### src/rtl/core/idl_pkg.sv
// Shared types and constants for the indexed deque list unit.
package idl_pkg;

	localparam int DATA_W  = 32;
	localparam int COUNT_W = 9;

	// Command codes carried in the command field of an input word.
	typedef enum logic [2:0] {
		CMD_PUSH_FRONT = 3'd0,
		CMD_INSERT     = 3'd1,
		CMD_PUSH_BACK  = 3'd2,
		CMD_POP_FRONT  = 3'd3,
		CMD_DELETE     = 3'd4,
		CMD_POP_BACK   = 3'd5,
		CMD_SEARCH     = 3'd6,
		CMD_NONE       = 3'd7
	} cmd_t;

	// Status codes reported with every result word.
	typedef enum logic [1:0] {
		ST_OK     = 2'd0,
		ST_EMPTY  = 2'd1,
		ST_BADPOS = 2'd2,
		ST_FULL   = 2'd3
	} status_t;

	// Input word.
	typedef struct packed {
		logic [2:0]               command;
		logic signed [DATA_W-1:0] data_value;
		logic [7:0]               position;
	} item_t;

	// Result word.
	typedef struct packed {
		logic [1:0]         status;
		logic               found;
		logic [COUNT_W-1:0] count;
	} result_t;

	// Source for loading the element iterator.
	typedef enum logic [1:0] {
		ITS_ZERO = 2'd0,
		ITS_CNT  = 2'd1,
		ITS_POS  = 2'd2
	} itsel_t;

	// Read address relative to the iterator.
	typedef enum logic [1:0] {
		REL_PREV = 2'd0,
		REL_CUR  = 2'd1,
		REL_NEXT = 2'd2
	} rel_t;

	// Controller states.
	typedef enum logic [3:0] {
		S_IDLE     = 4'd0,
		S_DECIDE   = 4'd1,
		S_PUT      = 4'd2,
		S_INS_CHK  = 4'd3,
		S_INS_WR   = 4'd4,
		S_DEL_CHK  = 4'd5,
		S_DEL_WR   = 4'd6,
		S_SRCH_CHK = 4'd7,
		S_SRCH_CMP = 4'd8
	} state_t;

	// Commands from the controller to the datapath.
	typedef struct packed {
		logic       load;
		logic       it_load;
		itsel_t     it_sel;
		logic       it_inc;
		logic       it_dec;
		logic       rd_en;
		rel_t       rd_rel;
		logic       wr_en;
		logic       wr_val;
		logic       head_inc;
		logic       head_dec;
		logic       cnt_inc;
		logic       cnt_dec;
		logic       res_en;
		logic [1:0] res_status;
		logic       res_found;
	} ctl_t;

	// Status from the datapath to the controller.
	typedef struct packed {
		cmd_t cmd;
		logic empty;
		logic full;
		logic pos_bad;
		logic it_gt_pos;
		logic it_lt_last;
		logic it_lt_cnt;
		logic match;
	} sts_t;

endpackage

### src/rtl/core/idl_dp.sv
// Datapath: held command word, head pointer, count, iterator, addressing and results.
module idl_dp #(
	parameter int CAPACITY = 256
) (
	input  logic                        clk,
	input  logic                        arst_n,
	input  idl_pkg::item_t              item,
	input  idl_pkg::ctl_t               ctl,
	output idl_pkg::sts_t               sts,
	output logic                        ram_we,
	output logic [$clog2(CAPACITY)-1:0] ram_waddr,
	output logic [idl_pkg::DATA_W-1:0]  ram_wdata,
	output logic                        ram_re,
	output logic [$clog2(CAPACITY)-1:0] ram_raddr,
	input  logic [idl_pkg::DATA_W-1:0]  ram_rdata,
	output idl_pkg::result_t            result,
	output logic                        done
);

	import idl_pkg::*;

	localparam int AW = $clog2(CAPACITY);
	localparam int CW = $clog2(CAPACITY + 1);
	localparam int SW = CW + 1;
	localparam int PW = (CW > 8) ? CW : 8;

	item_t         item_q;
	logic [AW-1:0] head_q;
	logic [CW-1:0] cnt_q;
	logic [CW-1:0] cnt_d;
	logic [CW-1:0] it_q;
	logic [CW-1:0] rd_idx;
	result_t       result_q;
	logic          done_q;

	// Map a logical position onto a slot of the circular store.
	function automatic logic [AW-1:0] phys(input logic [AW-1:0] h, input logic [CW-1:0] idx);
		logic [SW-1:0] s;
		s = SW'(h) + SW'(idx);
		if (s >= SW'(CAPACITY)) begin
			s = s - SW'(CAPACITY);
		end
		return s[AW-1:0];
	endfunction

	// Held command word.
	always_ff @(posedge clk) begin
		if (ctl.load) begin
			item_q <= item;
		end
	end

	// Next count.
	always_comb begin
		cnt_d = cnt_q;
		if (ctl.cnt_inc) begin
			cnt_d = cnt_q + CW'(1);
		end else if (ctl.cnt_dec) begin
			cnt_d = cnt_q - CW'(1);
		end
	end

	// Head pointer and count.
	always_ff @(posedge clk or negedge arst_n) begin
		if (!arst_n) begin
			head_q <= '0;
			cnt_q  <= '0;
		end else begin
			cnt_q <= cnt_d;
			if (ctl.head_inc) begin
				head_q <= (head_q == AW'(CAPACITY - 1)) ? '0 : head_q + AW'(1);
			end else if (ctl.head_dec) begin
				head_q <= (head_q == '0) ? AW'(CAPACITY - 1) : head_q - AW'(1);
			end
		end
	end

	// Element iterator.
	always_ff @(posedge clk or negedge arst_n) begin
		if (!arst_n) begin
			it_q <= '0;
		end else if (ctl.it_load) begin
			case (ctl.it_sel)
				ITS_ZERO: it_q <= '0;
				ITS_CNT:  it_q <= cnt_q;
				ITS_POS:  it_q <= CW'(PW'(item_q.position));
				default:  it_q <= '0;
			endcase
		end else if (ctl.it_inc) begin
			it_q <= it_q + CW'(1);
		end else if (ctl.it_dec) begin
			it_q <= it_q - CW'(1);
		end
	end

	// Store addressing.
	always_comb begin
		case (ctl.rd_rel)
			REL_PREV: rd_idx = it_q - CW'(1);
			REL_CUR:  rd_idx = it_q;
			REL_NEXT: rd_idx = it_q + CW'(1);
			default:  rd_idx = it_q;
		endcase
	end

	assign ram_re    = ctl.rd_en;
	assign ram_raddr = phys(head_q, rd_idx);
	assign ram_we    = ctl.wr_en;
	assign ram_waddr = phys(head_q, it_q);
	assign ram_wdata = ctl.wr_val ? item_q.data_value : ram_rdata;

	// Status toward the controller.
	always_comb begin
		sts.cmd        = cmd_t'(item_q.command);
		sts.empty      = (cnt_q == '0);
		sts.full       = (cnt_q == CW'(CAPACITY));
		sts.pos_bad    = (item_q.position == '0) ||
		                 (PW'(item_q.position) >= PW'(cnt_q));
		sts.it_gt_pos  = (PW'(it_q) > PW'(item_q.position));
		sts.it_lt_last = ((SW'(it_q) + SW'(1)) < SW'(cnt_q));
		sts.it_lt_cnt  = (it_q < cnt_q);
		sts.match      = (ram_rdata == item_q.data_value);
	end

	// Result word, carrying the count after the command.
	always_ff @(posedge clk) begin
		if (ctl.res_en) begin
			result_q.status <= ctl.res_status;
			result_q.found  <= ctl.res_found;
			result_q.count  <= COUNT_W'(cnt_d);
		end
	end

	// Result strobe.
	always_ff @(posedge clk or negedge arst_n) begin
		if (!arst_n) begin
			done_q <= 1'b0;
		end else begin
			done_q <= ctl.res_en;
		end
	end

	assign result = result_q;
	assign done   = done_q;

endmodule

### config.mk
export PLATFORM = sky130hd
export DESIGN_NAME = idl_dp
export DESIGN_NICKNAME = d
export VERILOG_FILES = /design/src/rtl/core/idl_pkg.sv /design/src/rtl/core/idl_dp.sv
export SDC_FILE = /design/constraint.sdc
export NUM_CORES = 1
export LEC_CHECK = 0
export BUFFER_PORTS_ARGS = -buffer_cell sky130_fd_sc_hd__buf_2
export CAP_MARGIN = 20
export CELL_PAD_IN_SITES_DETAIL_PLACEMENT = 1
export CELL_PAD_IN_SITES_GLOBAL_PLACEMENT = 1
export CORE_MARGIN = 2
export CORE_UTILIZATION = 25
export CTS_CLUSTER_SIZE = 30
export DETAILED_ROUTE_END_ITERATION = 10
export GPL_ROUTABILITY_DRIVEN = 0
export PLACE_DENSITY = 0.64
export SYNTH_ARGS = -nofsm -noshare
export SYNTH_HDL_FRONTEND = slang
export SYNTH_SLANG_ARGS = --single-unit
### constraint.sdc
create_clock -name clk -period 2.5 [get_ports clk]
set_input_delay 0 -clock clk [delete_from_list [all_inputs] [get_ports clk]]
set_output_delay 0 -clock clk [all_outputs]
set_load 0.03 [all_outputs]
==> metrics.txt <==
cell area after layout=8431 µm²; Crit path required time=approximately 2500 ps; Max-slew headroom=between 30% and 40%; H-tree levels=3; drt initial violations=about 210; # IOs=169; Synth warnings=0; placed cells=between 1k and 1.5k; global-route wire length before repair=29610 µm; Max clock buf depth=2; sequential fraction of the synthesis area=slightly below 40%; CP max stage delay=400 ps; layout cells sized above 1=between 30% and 40%; synth unique cells=63; Final Cycle Share=117.7%; Fin Setup TNS=-1724 ps; post-route minimum period=2943 ps; mapped cell area=approximately 5900 µm²; core area=~23000 µm²; syn nets=717; met1 usage=around a fifth; Die Area=roughly 25000 µm²; met2 Use GR=between 20% and 30%; Fin. Hold Viols=0; most frequent cell on the critical path=buf_6; DP HPWL=about 14000 µm; Post-synth ARST share=between 30% and 40%; Slew @ Worst Pin=just over 1000 ps; Top Usage Layer GRT=met2; max_cap viols=0; clock skew=around 14 ps; clk_lat worst skew=between 300 and 400 ps; vias in the first global route=roughly 5.5k; Avg Cell Area, Syn=10.50 µm²; CTS clk-pin slew, worst paths=70 ps; Num CTS Buffers=9; grt ovf=0; Layout area overhead=42.66%; Via Count=5183; Worst Slack Setup Final=-443.3 ps; Hold WC Path Type=primary input to output pin; CTS Sinks=between 80 and 90; Via density=~4.6; row cnt=56; number of diodes=0; Pleak=around 3.7 nW; Residual DRC=0; crit-path max FO=3; failing checks=setup timing; total track usage=between 10% and 20%; crit path DAT=around 2900 ps; Power per Cell Area=961.2 nW/µm²; CP Cell Sequence=buf_6, or3_4, nor2_1, a21oi_1, nor2_1, xor2_1, ha_2, buf_6, a21oi_4, o21bai_1, a21oi_2, xnor2_2, buf_6; Max IR drop VDD=between 0.5 and 0.6 mV; Crit Path Class=flip-flop to output pin; RSZ-0062 raised after global routing=yes; Vert. Die Dim=157.7 µm; Nets=around 960; final setup fails=6; outcome=finished, violations left; fin. max-slew vios=0; wire per inst=roughly 17 µm; Initial Util=25.33%; met3 usage=between 2 and 3%; Max Clock Freq=approximately 0.34 GHz; EDFF count, synth=55; total wire length=between 15000 and 20000 µm; Fin Hold WS=about 0.22 ps; Mapped Cells=about 560; drt pass-1 iters=4; port bufs=between 150 and 200; DP Area=roughly 7300 µm²; Setup crit end kind=output pin; Startpoint Class=flip-flop; Seq cells post-synth=82; top_reg_cell synth=edfxtp_1; CTS tree=done; post-route ant nets=0; CP max stage cell=dfrtp_1; largest net degree at the start of global routing=44; post-synth top area cell=edfxtp_1; WP buf/inv=3; Synth area leaders=edfxtp_1 (28%), ha_1 (12%), dfrtp_1 (11%); Root Buffer=clkbuf_16; pre-CTS WS=-119.2 ps; CP top delay family=simple AND/OR/NAND/NOR gates; top-area cell type share of the netlist area=between 20% and 30%; final std cells w/o fill=about 1.1k; initial antenna violation count=0; Chip Width=157.7 µm
[area by class of cell]
class / instances / area (µm²)
Clock inverter: 7 / 71.32
Inverter: 34 / 127.6
Tap cell: 319 / 399.1
Timing Repair Buffer: 260 / 1739
Multi-Input combinational cell: 417 / 3538
Clock buffer: 9 / 225.2
Fill cell: 2650 / 14900
Sequential cell: 82 / 2330
[synthesized netlist by cell type, types with 10 or more instances]
cell type and instances:
ha_1 56, xnor2_1 24, nor3_1 10, nand2_1 21, mux2_2 32, nor4_1 14, inv_1 34, clkbuf_1 16
a22oi_1 13, xor2_1 49, edfxtp_1 55, dfrtp_1 27, nor2_1 35, a21oi_1 20, nand4_1 10, o21ai_0 25
[worst paths after layout]
path,from,endpoint,slack [ps],depth (start not counted)
worst max-delay path,it_q[1],ram_raddr[6],-440,13
worst min-delay path,ctl[9],ram_we,0.2,0
worst max register to register,head_q[1],head_q[4],410,7
worst min register to register,cnt_q[8],cnt_q[8],590,1
max in group asynchronous,arst_n,it_q[4],1750,2
min in group asynchronous,arst_n,head_q[5],240,2
[worst reg2reg max path: cells and delay by family, from the launching register on]
family | cells | cell delay, ps
compound gates | 4 | 660
fa+ha+maj | 1 | 220
buf+inv | 1 | 190
flops | 1 | 500
simple gates | 1 | 460
[flip-flops by register name, indices dropped and copies added, names as in the netlist]
register / cells
item_q: 40
result: 12
cnt_q: 9
it_q: 9
head_q: 8
sts: 3
done: 1
[kinds of logic (layout without fill, tap and decap cells)]
family                   count (synthesis)  in the layout  share of synthesized area (%)
AND/OR/NAND/NOR                        130            130                          11.71
AO/OA/AOI/OAI                          119            119                          13.55
flip-flops                              82             82                          39.38
XOR/XNOR                                73             73                          10.82
buffers and inverters                   64            310                          4.975
adder cells (fa/ha/maj)                 58             58                          12.53
multiplexers                            37             37                          7.029
[metal layers]
| metal | part of all wire [%] | wire length (µm) |
|---|---|---|
| met1 | 46 | 8627 |
| met2 | 49 | 9346 |
| met3 | 3.8 | 723 |
| met4 | 1.1 | 214 |
| met5 | 0 | 0 |
[where the power goes]
part           internal (mW)  switching (mW)
Sequential              1.75           0.346
Clock                  0.704           0.641
Combinational           2.03            2.63
[cell usage in the layout (no fill, tap or decap), drive strengths merged, types with 3 or more instances in the layout]
master and count:
a211oi 3, a21o 7, a21oi 20, a22oi 13
a31o 3, a31oi 5, a41oi 3, and3 6
buf 210, clkbuf 9, dfrtp 27, dlygate4sd3 50
edfxtp 55, ha 56, inv 38, mux2 33
mux2i 4, nand2 21, nand2b 5, nand3 7
nand4 10, nor2 35, nor2b 8, nor3 11
nor4 15, o211ai 3, o21a 4, o21ai 26
o22a 5, o22ai 8, o31a 3, xnor2 24
xor2 49
[metrics by stage]
stage | utilization, % | total power, mW
finish | 36.13 | 8.104
CTS | 35.34 | 7.917
floorplan | - | 4.729
detailed placement | 31.29 | 6.086
global placement | 31.29 | 6.035
global route | 36.13 | 8.709
[timing repair]
action,in CTS,in global routing
setup endpoints to repair,8,8
hold buffers,50,0
hold endpoints to repair,76,0
pin swaps,16,20
gates cloned,0,0
buffers inserted,5,5
gates resized for setup,33,33
(Power assumes the default switching activity.)
