`src/rtl/core/idl_pkg.sv`:
```
// Shared types and constants for the indexed deque list unit.
package idl_pkg;

	localparam int DATA_W  = 32;
	localparam int COUNT_W = 9;

	// Command codes carried in the command field of an input word.
	typedef enum logic [2:0] {
		CMD_PUSH_FRONT = 3'd0,
		CMD_INSERT     = 3'd1,
		CMD_PUSH_BACK  = 3'd2,
		CMD_POP_FRONT  = 3'd3,
		CMD_DELETE     = 3'd4,
		CMD_POP_BACK   = 3'd5,
		CMD_SEARCH     = 3'd6,
		CMD_NONE       = 3'd7
	} cmd_t;

	// Status codes reported with every result word.
	typedef enum logic [1:0] {
		ST_OK     = 2'd0,
		ST_EMPTY  = 2'd1,
		ST_BADPOS = 2'd2,
		ST_FULL   = 2'd3
	} status_t;

	// Input word.
	typedef struct packed {
		logic [2:0]               command;
		logic signed [DATA_W-1:0] data_value;
		logic [7:0]               position;
	} item_t;

	// Result word.
	typedef struct packed {
		logic [1:0]         status;
		logic               found;
		logic [COUNT_W-1:0] count;
	} result_t;

	// Source for loading the element iterator.
	typedef enum logic [1:0] {
		ITS_ZERO = 2'd0,
		ITS_CNT  = 2'd1,
		ITS_POS  = 2'd2
	} itsel_t;

	// Read address relative to the iterator.
	typedef enum logic [1:0] {
		REL_PREV = 2'd0,
		REL_CUR  = 2'd1,
		REL_NEXT = 2'd2
	} rel_t;

	// Controller states.
	typedef enum logic [3:0] {
		S_IDLE     = 4'd0,
		S_DECIDE   = 4'd1,
		S_PUT      = 4'd2,
		S_INS_CHK  = 4'd3,
		S_INS_WR   = 4'd4,
		S_DEL_CHK  = 4'd5,
		S_DEL_WR   = 4'd6,
		S_SRCH_CHK = 4'd7,
		S_SRCH_CMP = 4'd8
	} state_t;

	// Commands from the controller to the datapath.
	typedef struct packed {
		logic       load;
		logic       it_load;
		itsel_t     it_sel;
		logic       it_inc;
		logic       it_dec;
		logic       rd_en;
		rel_t       rd_rel;
		logic       wr_en;
		logic       wr_val;
		logic       head_inc;
		logic       head_dec;
		logic       cnt_inc;
		logic       cnt_dec;
		logic       res_en;
		logic [1:0] res_status;
		logic       res_found;
	} ctl_t;

	// Status from the datapath to the controller.
	typedef struct packed {
		cmd_t cmd;
		logic empty;
		logic full;
		logic pos_bad;
		logic it_gt_pos;
		logic it_lt_last;
		logic it_lt_cnt;
		logic match;
	} sts_t;

endpackage

```
`src/rtl/core/idl_ctrl.sv`:
```
// Controller state machine that sequences each command over the datapath.
module idl_ctrl (
	input  logic          clk,
	input  logic          arst_n,
	input  logic          start,
	input  idl_pkg::sts_t sts,
	output logic          busy,
	output idl_pkg::ctl_t ctl
);

	import idl_pkg::*;

	state_t state_q;
	state_t state_d;

	// State register.
	always_ff @(posedge clk or negedge arst_n) begin
		if (!arst_n) begin
			state_q <= S_IDLE;
		end else begin
			state_q <= state_d;
		end
	end

	// Next state and datapath commands.
	always_comb begin
		state_d = state_q;
		ctl     = '0;
		case (state_q)
			S_IDLE: begin
				if (start) begin
					ctl.load = 1'b1;
					state_d  = S_DECIDE;
				end
			end
			S_DECIDE: begin
				case (sts.cmd)
					CMD_PUSH_FRONT: begin
						if (sts.full) begin
							ctl.res_en     = 1'b1;
							ctl.res_status = ST_FULL;
							state_d        = S_IDLE;
						end else begin
							ctl.head_dec = 1'b1;
							ctl.it_load  = 1'b1;
							ctl.it_sel   = ITS_ZERO;
							state_d      = S_PUT;
						end
					end
					CMD_INSERT: begin
						if (sts.empty) begin
							ctl.res_en     = 1'b1;
							ctl.res_status = ST_EMPTY;
							state_d        = S_IDLE;
						end else if (sts.pos_bad) begin
							ctl.res_en     = 1'b1;
							ctl.res_status = ST_BADPOS;
							state_d        = S_IDLE;
						end else if (sts.full) begin
							ctl.res_en     = 1'b1;
							ctl.res_status = ST_FULL;
							state_d        = S_IDLE;
						end else begin
							ctl.it_load = 1'b1;
							ctl.it_sel  = ITS_CNT;
							state_d     = S_INS_CHK;
						end
					end
					CMD_PUSH_BACK: begin
						if (sts.full) begin
							ctl.res_en     = 1'b1;
							ctl.res_status = ST_FULL;
							state_d        = S_IDLE;
						end else begin
							ctl.it_load = 1'b1;
							ctl.it_sel  = ITS_CNT;
							state_d     = S_PUT;
						end
					end
					CMD_POP_FRONT: begin
						ctl.res_en = 1'b1;
						state_d    = S_IDLE;
						if (sts.empty) begin
							ctl.res_status = ST_EMPTY;
						end else begin
							ctl.res_status = ST_OK;
							ctl.head_inc   = 1'b1;
							ctl.cnt_dec    = 1'b1;
						end
					end
					CMD_DELETE: begin
						if (sts.empty) begin
							ctl.res_en     = 1'b1;
							ctl.res_status = ST_EMPTY;
							state_d        = S_IDLE;
						end else if (sts.pos_bad) begin
							ctl.res_en     = 1'b1;
							ctl.res_status = ST_BADPOS;
							state_d        = S_IDLE;
						end else begin
							ctl.it_load = 1'b1;
							ctl.it_sel  = ITS_POS;
							state_d     = S_DEL_CHK;
						end
					end
					CMD_POP_BACK: begin
						ctl.res_en = 1'b1;
						state_d    = S_IDLE;
						if (sts.empty) begin
							ctl.res_status = ST_EMPTY;
						end else begin
							ctl.res_status = ST_OK;
							ctl.cnt_dec    = 1'b1;
						end
					end
					CMD_SEARCH: begin
						ctl.it_load = 1'b1;
						ctl.it_sel  = ITS_ZERO;
						state_d     = S_SRCH_CHK;
					end
					default: begin
						// The unused code only reports the current count.
						ctl.res_en     = 1'b1;
						ctl.res_status = ST_OK;
						state_d        = S_IDLE;
					end
				endcase
			end
			S_PUT: begin
				ctl.wr_en      = 1'b1;
				ctl.wr_val     = 1'b1;
				ctl.cnt_inc    = 1'b1;
				ctl.res_en     = 1'b1;
				ctl.res_status = ST_OK;
				state_d        = S_IDLE;
			end
			S_INS_CHK: begin
				// Move the tail back one slot until the gap reaches the position.
				if (sts.it_gt_pos) begin
					ctl.rd_en  = 1'b1;
					ctl.rd_rel = REL_PREV;
					state_d    = S_INS_WR;
				end else begin
					state_d = S_PUT;
				end
			end
			S_INS_WR: begin
				ctl.wr_en  = 1'b1;
				ctl.it_dec = 1'b1;
				state_d    = S_INS_CHK;
			end
			S_DEL_CHK: begin
				// Pull later elements forward one slot to close the gap.
				if (sts.it_lt_last) begin
					ctl.rd_en  = 1'b1;
					ctl.rd_rel = REL_NEXT;
					state_d    = S_DEL_WR;
				end else begin
					ctl.cnt_dec    = 1'b1;
					ctl.res_en     = 1'b1;
					ctl.res_status = ST_OK;
					state_d        = S_IDLE;
				end
			end
			S_DEL_WR: begin
				ctl.wr_en  = 1'b1;
				ctl.it_inc = 1'b1;
				state_d    = S_DEL_CHK;
			end
			S_SRCH_CHK: begin
				if (sts.it_lt_cnt) begin
					ctl.rd_en  = 1'b1;
					ctl.rd_rel = REL_CUR;
					state_d    = S_SRCH_CMP;
				end else begin
					ctl.res_en     = 1'b1;
					ctl.res_status = ST_OK;
					state_d        = S_IDLE;
				end
			end
			S_SRCH_CMP: begin
				if (sts.match) begin
					ctl.res_en     = 1'b1;
					ctl.res_status = ST_OK;
					ctl.res_found  = 1'b1;
					state_d        = S_IDLE;
				end else begin
					ctl.it_inc = 1'b1;
					state_d    = S_SRCH_CHK;
				end
			end
			default: begin
				state_d = S_IDLE;
			end
		endcase
	end

	assign busy = (state_q != S_IDLE);

endmodule

```
`config.mk`:
```
export PLATFORM = sky130hd
export DESIGN_NAME = idl_ctrl
export DESIGN_NICKNAME = d
export VERILOG_FILES = /design/src/rtl/core/idl_pkg.sv /design/src/rtl/core/idl_ctrl.sv
export SDC_FILE = /design/constraint.sdc
export NUM_CORES = 1
export LEC_CHECK = 0
export BUFFER_PORTS_ARGS = -buffer_cell sky130_fd_sc_hd__buf_4
export CAP_MARGIN = 40
export CORE_MARGIN = 3
export CORE_UTILIZATION = 34
export DETAILED_ROUTE_END_ITERATION = 8
export PLACE_DENSITY = 0.7
export SYNTH_ARGS = -nofsm -noshare
export SYNTH_HDL_FRONTEND = slang
export SYNTH_SLANG_ARGS = --single-unit
```
`constraint.sdc`:
```
create_clock -name clk -period 4.4 [get_ports clk]
set_input_delay 0.44 -clock clk [delete_from_list [all_inputs] [get_ports clk]]
set_output_delay 0.44 -clock clk [all_outputs]
set_load 0.005 [all_outputs]
```
==> reports/qor.txt <==
status = finished, final reports clean
pin count of the biggest net entering global routing = 17
Sink Count = 4
# fillers = 188
Largest delay share family, worst path = simple AND/OR/NAND/NOR gates
CTS root buffer = clkbuf_4
Lkg Pwr = 0.413 nW
DRC = 0
met1 GRT Util = 0.165
commonest non-fill, non-tap cells in the layout = buf_4 (32), nor2_1 (17), nand2_1 (9), o21ai_0 (8), a21oi_1 (5)
syn avg cell area = 6.68 sq um
Vias = 803
instance count on the critical path = 4
PwrDens = 397 nW/um^2
CP startpoint kind = flip-flop
first-pass GRT wire length = 2790 um
CP endpoint kind = output pin
GRT Util Overall = 0.136
largest register by flop count = state_q
Crit Path Max Fanout = 15
hold depth = 3
Cell Count, Final, Fillers Out = 151
Synth Cell Area = 668 sq um
max incr delay on CP = 670 ps
Routed wire per std cell = 12.1 um
I/O pin cnt = 33
Yosys Warn Count = 0
Clock Latency Late Sink = 240 ps
CTS max path bufs = 2
vias in the first global route = 647
GR peak layer = met2
number of diodes = 0
Setup TNS = 0 ps
Yosys reg bits = 4
CTS buffer count = 3
initial antenna violation count = 0
Layout Nets = 141
final hold vios = 0
FP Rows = 15
max FFs per register = 4
die area = 2530 sq um
sequential area share after synthesis = 0.150
critical path, cell by cell = or4b_4, or3_4, nor3_2, buf_4
share of cells above drive strength 1 = 0.317
htree depth = 1
worst hold path class = input pin to flip-flop
Post-CTS Setup Bufs = 0
Layout Skew = 5.92 ps
met3 usage = 0.0445
Synthesized Nets = 113
CTS tree = done
fmax = 0.407 GHz
biggest registers after layout = state_q (4)
GRT Residual Overflow = 0
Worst slew margin = 0.723
post-DP HPWL = 1400 um
met2 track demand over resource = 0.241
Die X = 50.3 um
RSZ-0062 raised after global routing = false
Critical Path AT = 2010 ps
Cells after DPL = 147
core footprint = 1780 sq um
fin crit share = 0.558
area grow syn2layout = 37.6%
via density per instance = 5.32
height of the die = 50.3 um
critical setup path kind = flip-flop to output pin
GPL Wtd Cong = 0.799
PortBufs = 32
max-cap violations = 0
DR iter-0 viols = 13
Syn Inst Count = 100
FF-to-FF path depth = 3
CP Data Required Time = 3960 ps
commonest non-fill, non-tap cell in the layout = buf_4
clk slew on worst S/H paths = 40 ps
Final Max Tran Viols = 0
Initial DRT Pass Iterations = 4
Post-DRT Antenna Nets = 0
Post-Route WL = 1830 um
actual slew at the worst max-slew pin = 409 ps
Initial Utilization = 0.375
slowest cell on the critical path = or4b_4
setup violators final = 0
VDD IR max = 0.225 mV
CP bufs+invs = 1
Synth cell types = 41
Final Critical Period = 2450 ps
==> synth_stat cells (all sizes together) <==
cell | n | area (sq um)
nor3b | 1 | 7.51
o21ai | 8 | 40.0
a22oi | 1 | 7.51
nor4b | 3 | 26.3
and3b | 1 | 8.76
nand3 | 1 | 5.00
and2 | 1 | 6.26
clkbuf | 4 | 15.0
nand3b | 3 | 22.5
and4bb | 1 | 12.5
a21o | 1 | 7.51
nor2b | 4 | 25.0
nand2b | 3 | 18.8
inv | 3 | 11.3
o221ai | 1 | 8.76
xor2 | 1 | 8.76
a31oi | 1 | 6.26
nand2 | 9 | 33.8
o211ai | 2 | 15.0
o311a | 1 | 10.0
or3 | 2 | 17.5
nor2 | 17 | 63.8
nor4 | 2 | 12.5
and3 | 1 | 6.26
dfrtp | 4 | 100
buf | 6 | 37.5
nor3 | 5 | 30.0
o32ai | 1 | 8.76
or3b | 1 | 8.76
nand4bb | 1 | 11.3
mux2i | 1 | 10.0
o22a | 1 | 8.76
a311oi | 1 | 8.76
a21oi | 6 | 33.8
or4b | 1 | 13.8
==> report_power, final <==
group / switching [W] / total (W) / internal [W] / leakage [nW]
Combinational: 0.000103 / 0.000229 / 0.000127 / 0.346
Sequential: 0.0000415 / 0.0000903 / 0.0000488 / 0.0532
Clock: 0.0000153 / 0.0000458 / 0.0000305 / 0.0138
==> stage by stage <==
stage	power, W	util	hold slack [ps]	area [sq um]	setup slack (ps)
6_report	0.000365	0.516	492	920	1950
5_1_grt	0.000407	0.516	523	920	1830
4_1_cts	0.000371	0.516	495	920	1940
3_5_place_dp	0.000322	0.498	240	887	2200
3_3_place_gp	0.000316	0.498	238	887	2220
2_1_floorplan	0.000234	-	144	668	2550
==> final cells by class <==
cell class                 count  area (sq um)  area share
clock buffer                   3          22.5      0.0245
inverter                       3          11.3      0.0122
multi-input combinational     83           504       0.548
sequential                     4           100       0.109
tap                           25          31.3      0.0340
timing repair buffer          33           250       0.272
==> worst paths after layout <==
path / end / from / slack, ps
hold reg to reg: state_q[3] / state_q[0] / 750
min in group asynchronous: state_q[2] / arst_n / 530
max in group asynchronous: state_q[3] / arst_n / 3760
hold / removal: state_q[3] / sts[1] / 490
setup reg to reg: state_q[0] / state_q[1] / 2800
setup / recovery: ctl[6] / state_q[1] / 1950
==> logic make-up (layout without fill, tap and decap cells) <==
kind of cell / Yosys count / in the layout / share of synthesized area
AND/OR/NAND/NOR: 57 / 57 / 0.494
buffers and inverters: 13 / 39 / 0.0955
multiplexers: 1 / 1 / 0.0150
flip-flops: 4 / 4 / 0.150
XOR/XNOR: 1 / 1 / 0.0131
AO/OA/AOI/OAI: 24 / 24 / 0.232
==> tightest hold or removal path, cell delays in order <==
cell and delay (ps):
buf_4 80, nand2_1 70, nor2_1 90
==> metal layers <==
| metal | up-vias | share of wire |
|---|---|---|
| met5 | - | 0 |
| met2 | 36 | 0.47 |
| met3 | 0 | 0.083 |
| met4 | 0 | 0 |
| met1 | 356 | 0.45 |
| li1 | 411 | - |
==> repair_timing <==
action | CTS | global route
endpoints found under the hold margin | 4 | 0
hold buffers | 1 | 0
resized for setup | 0 | 0
No activity file was read; power rests on OpenSTA's default activity.
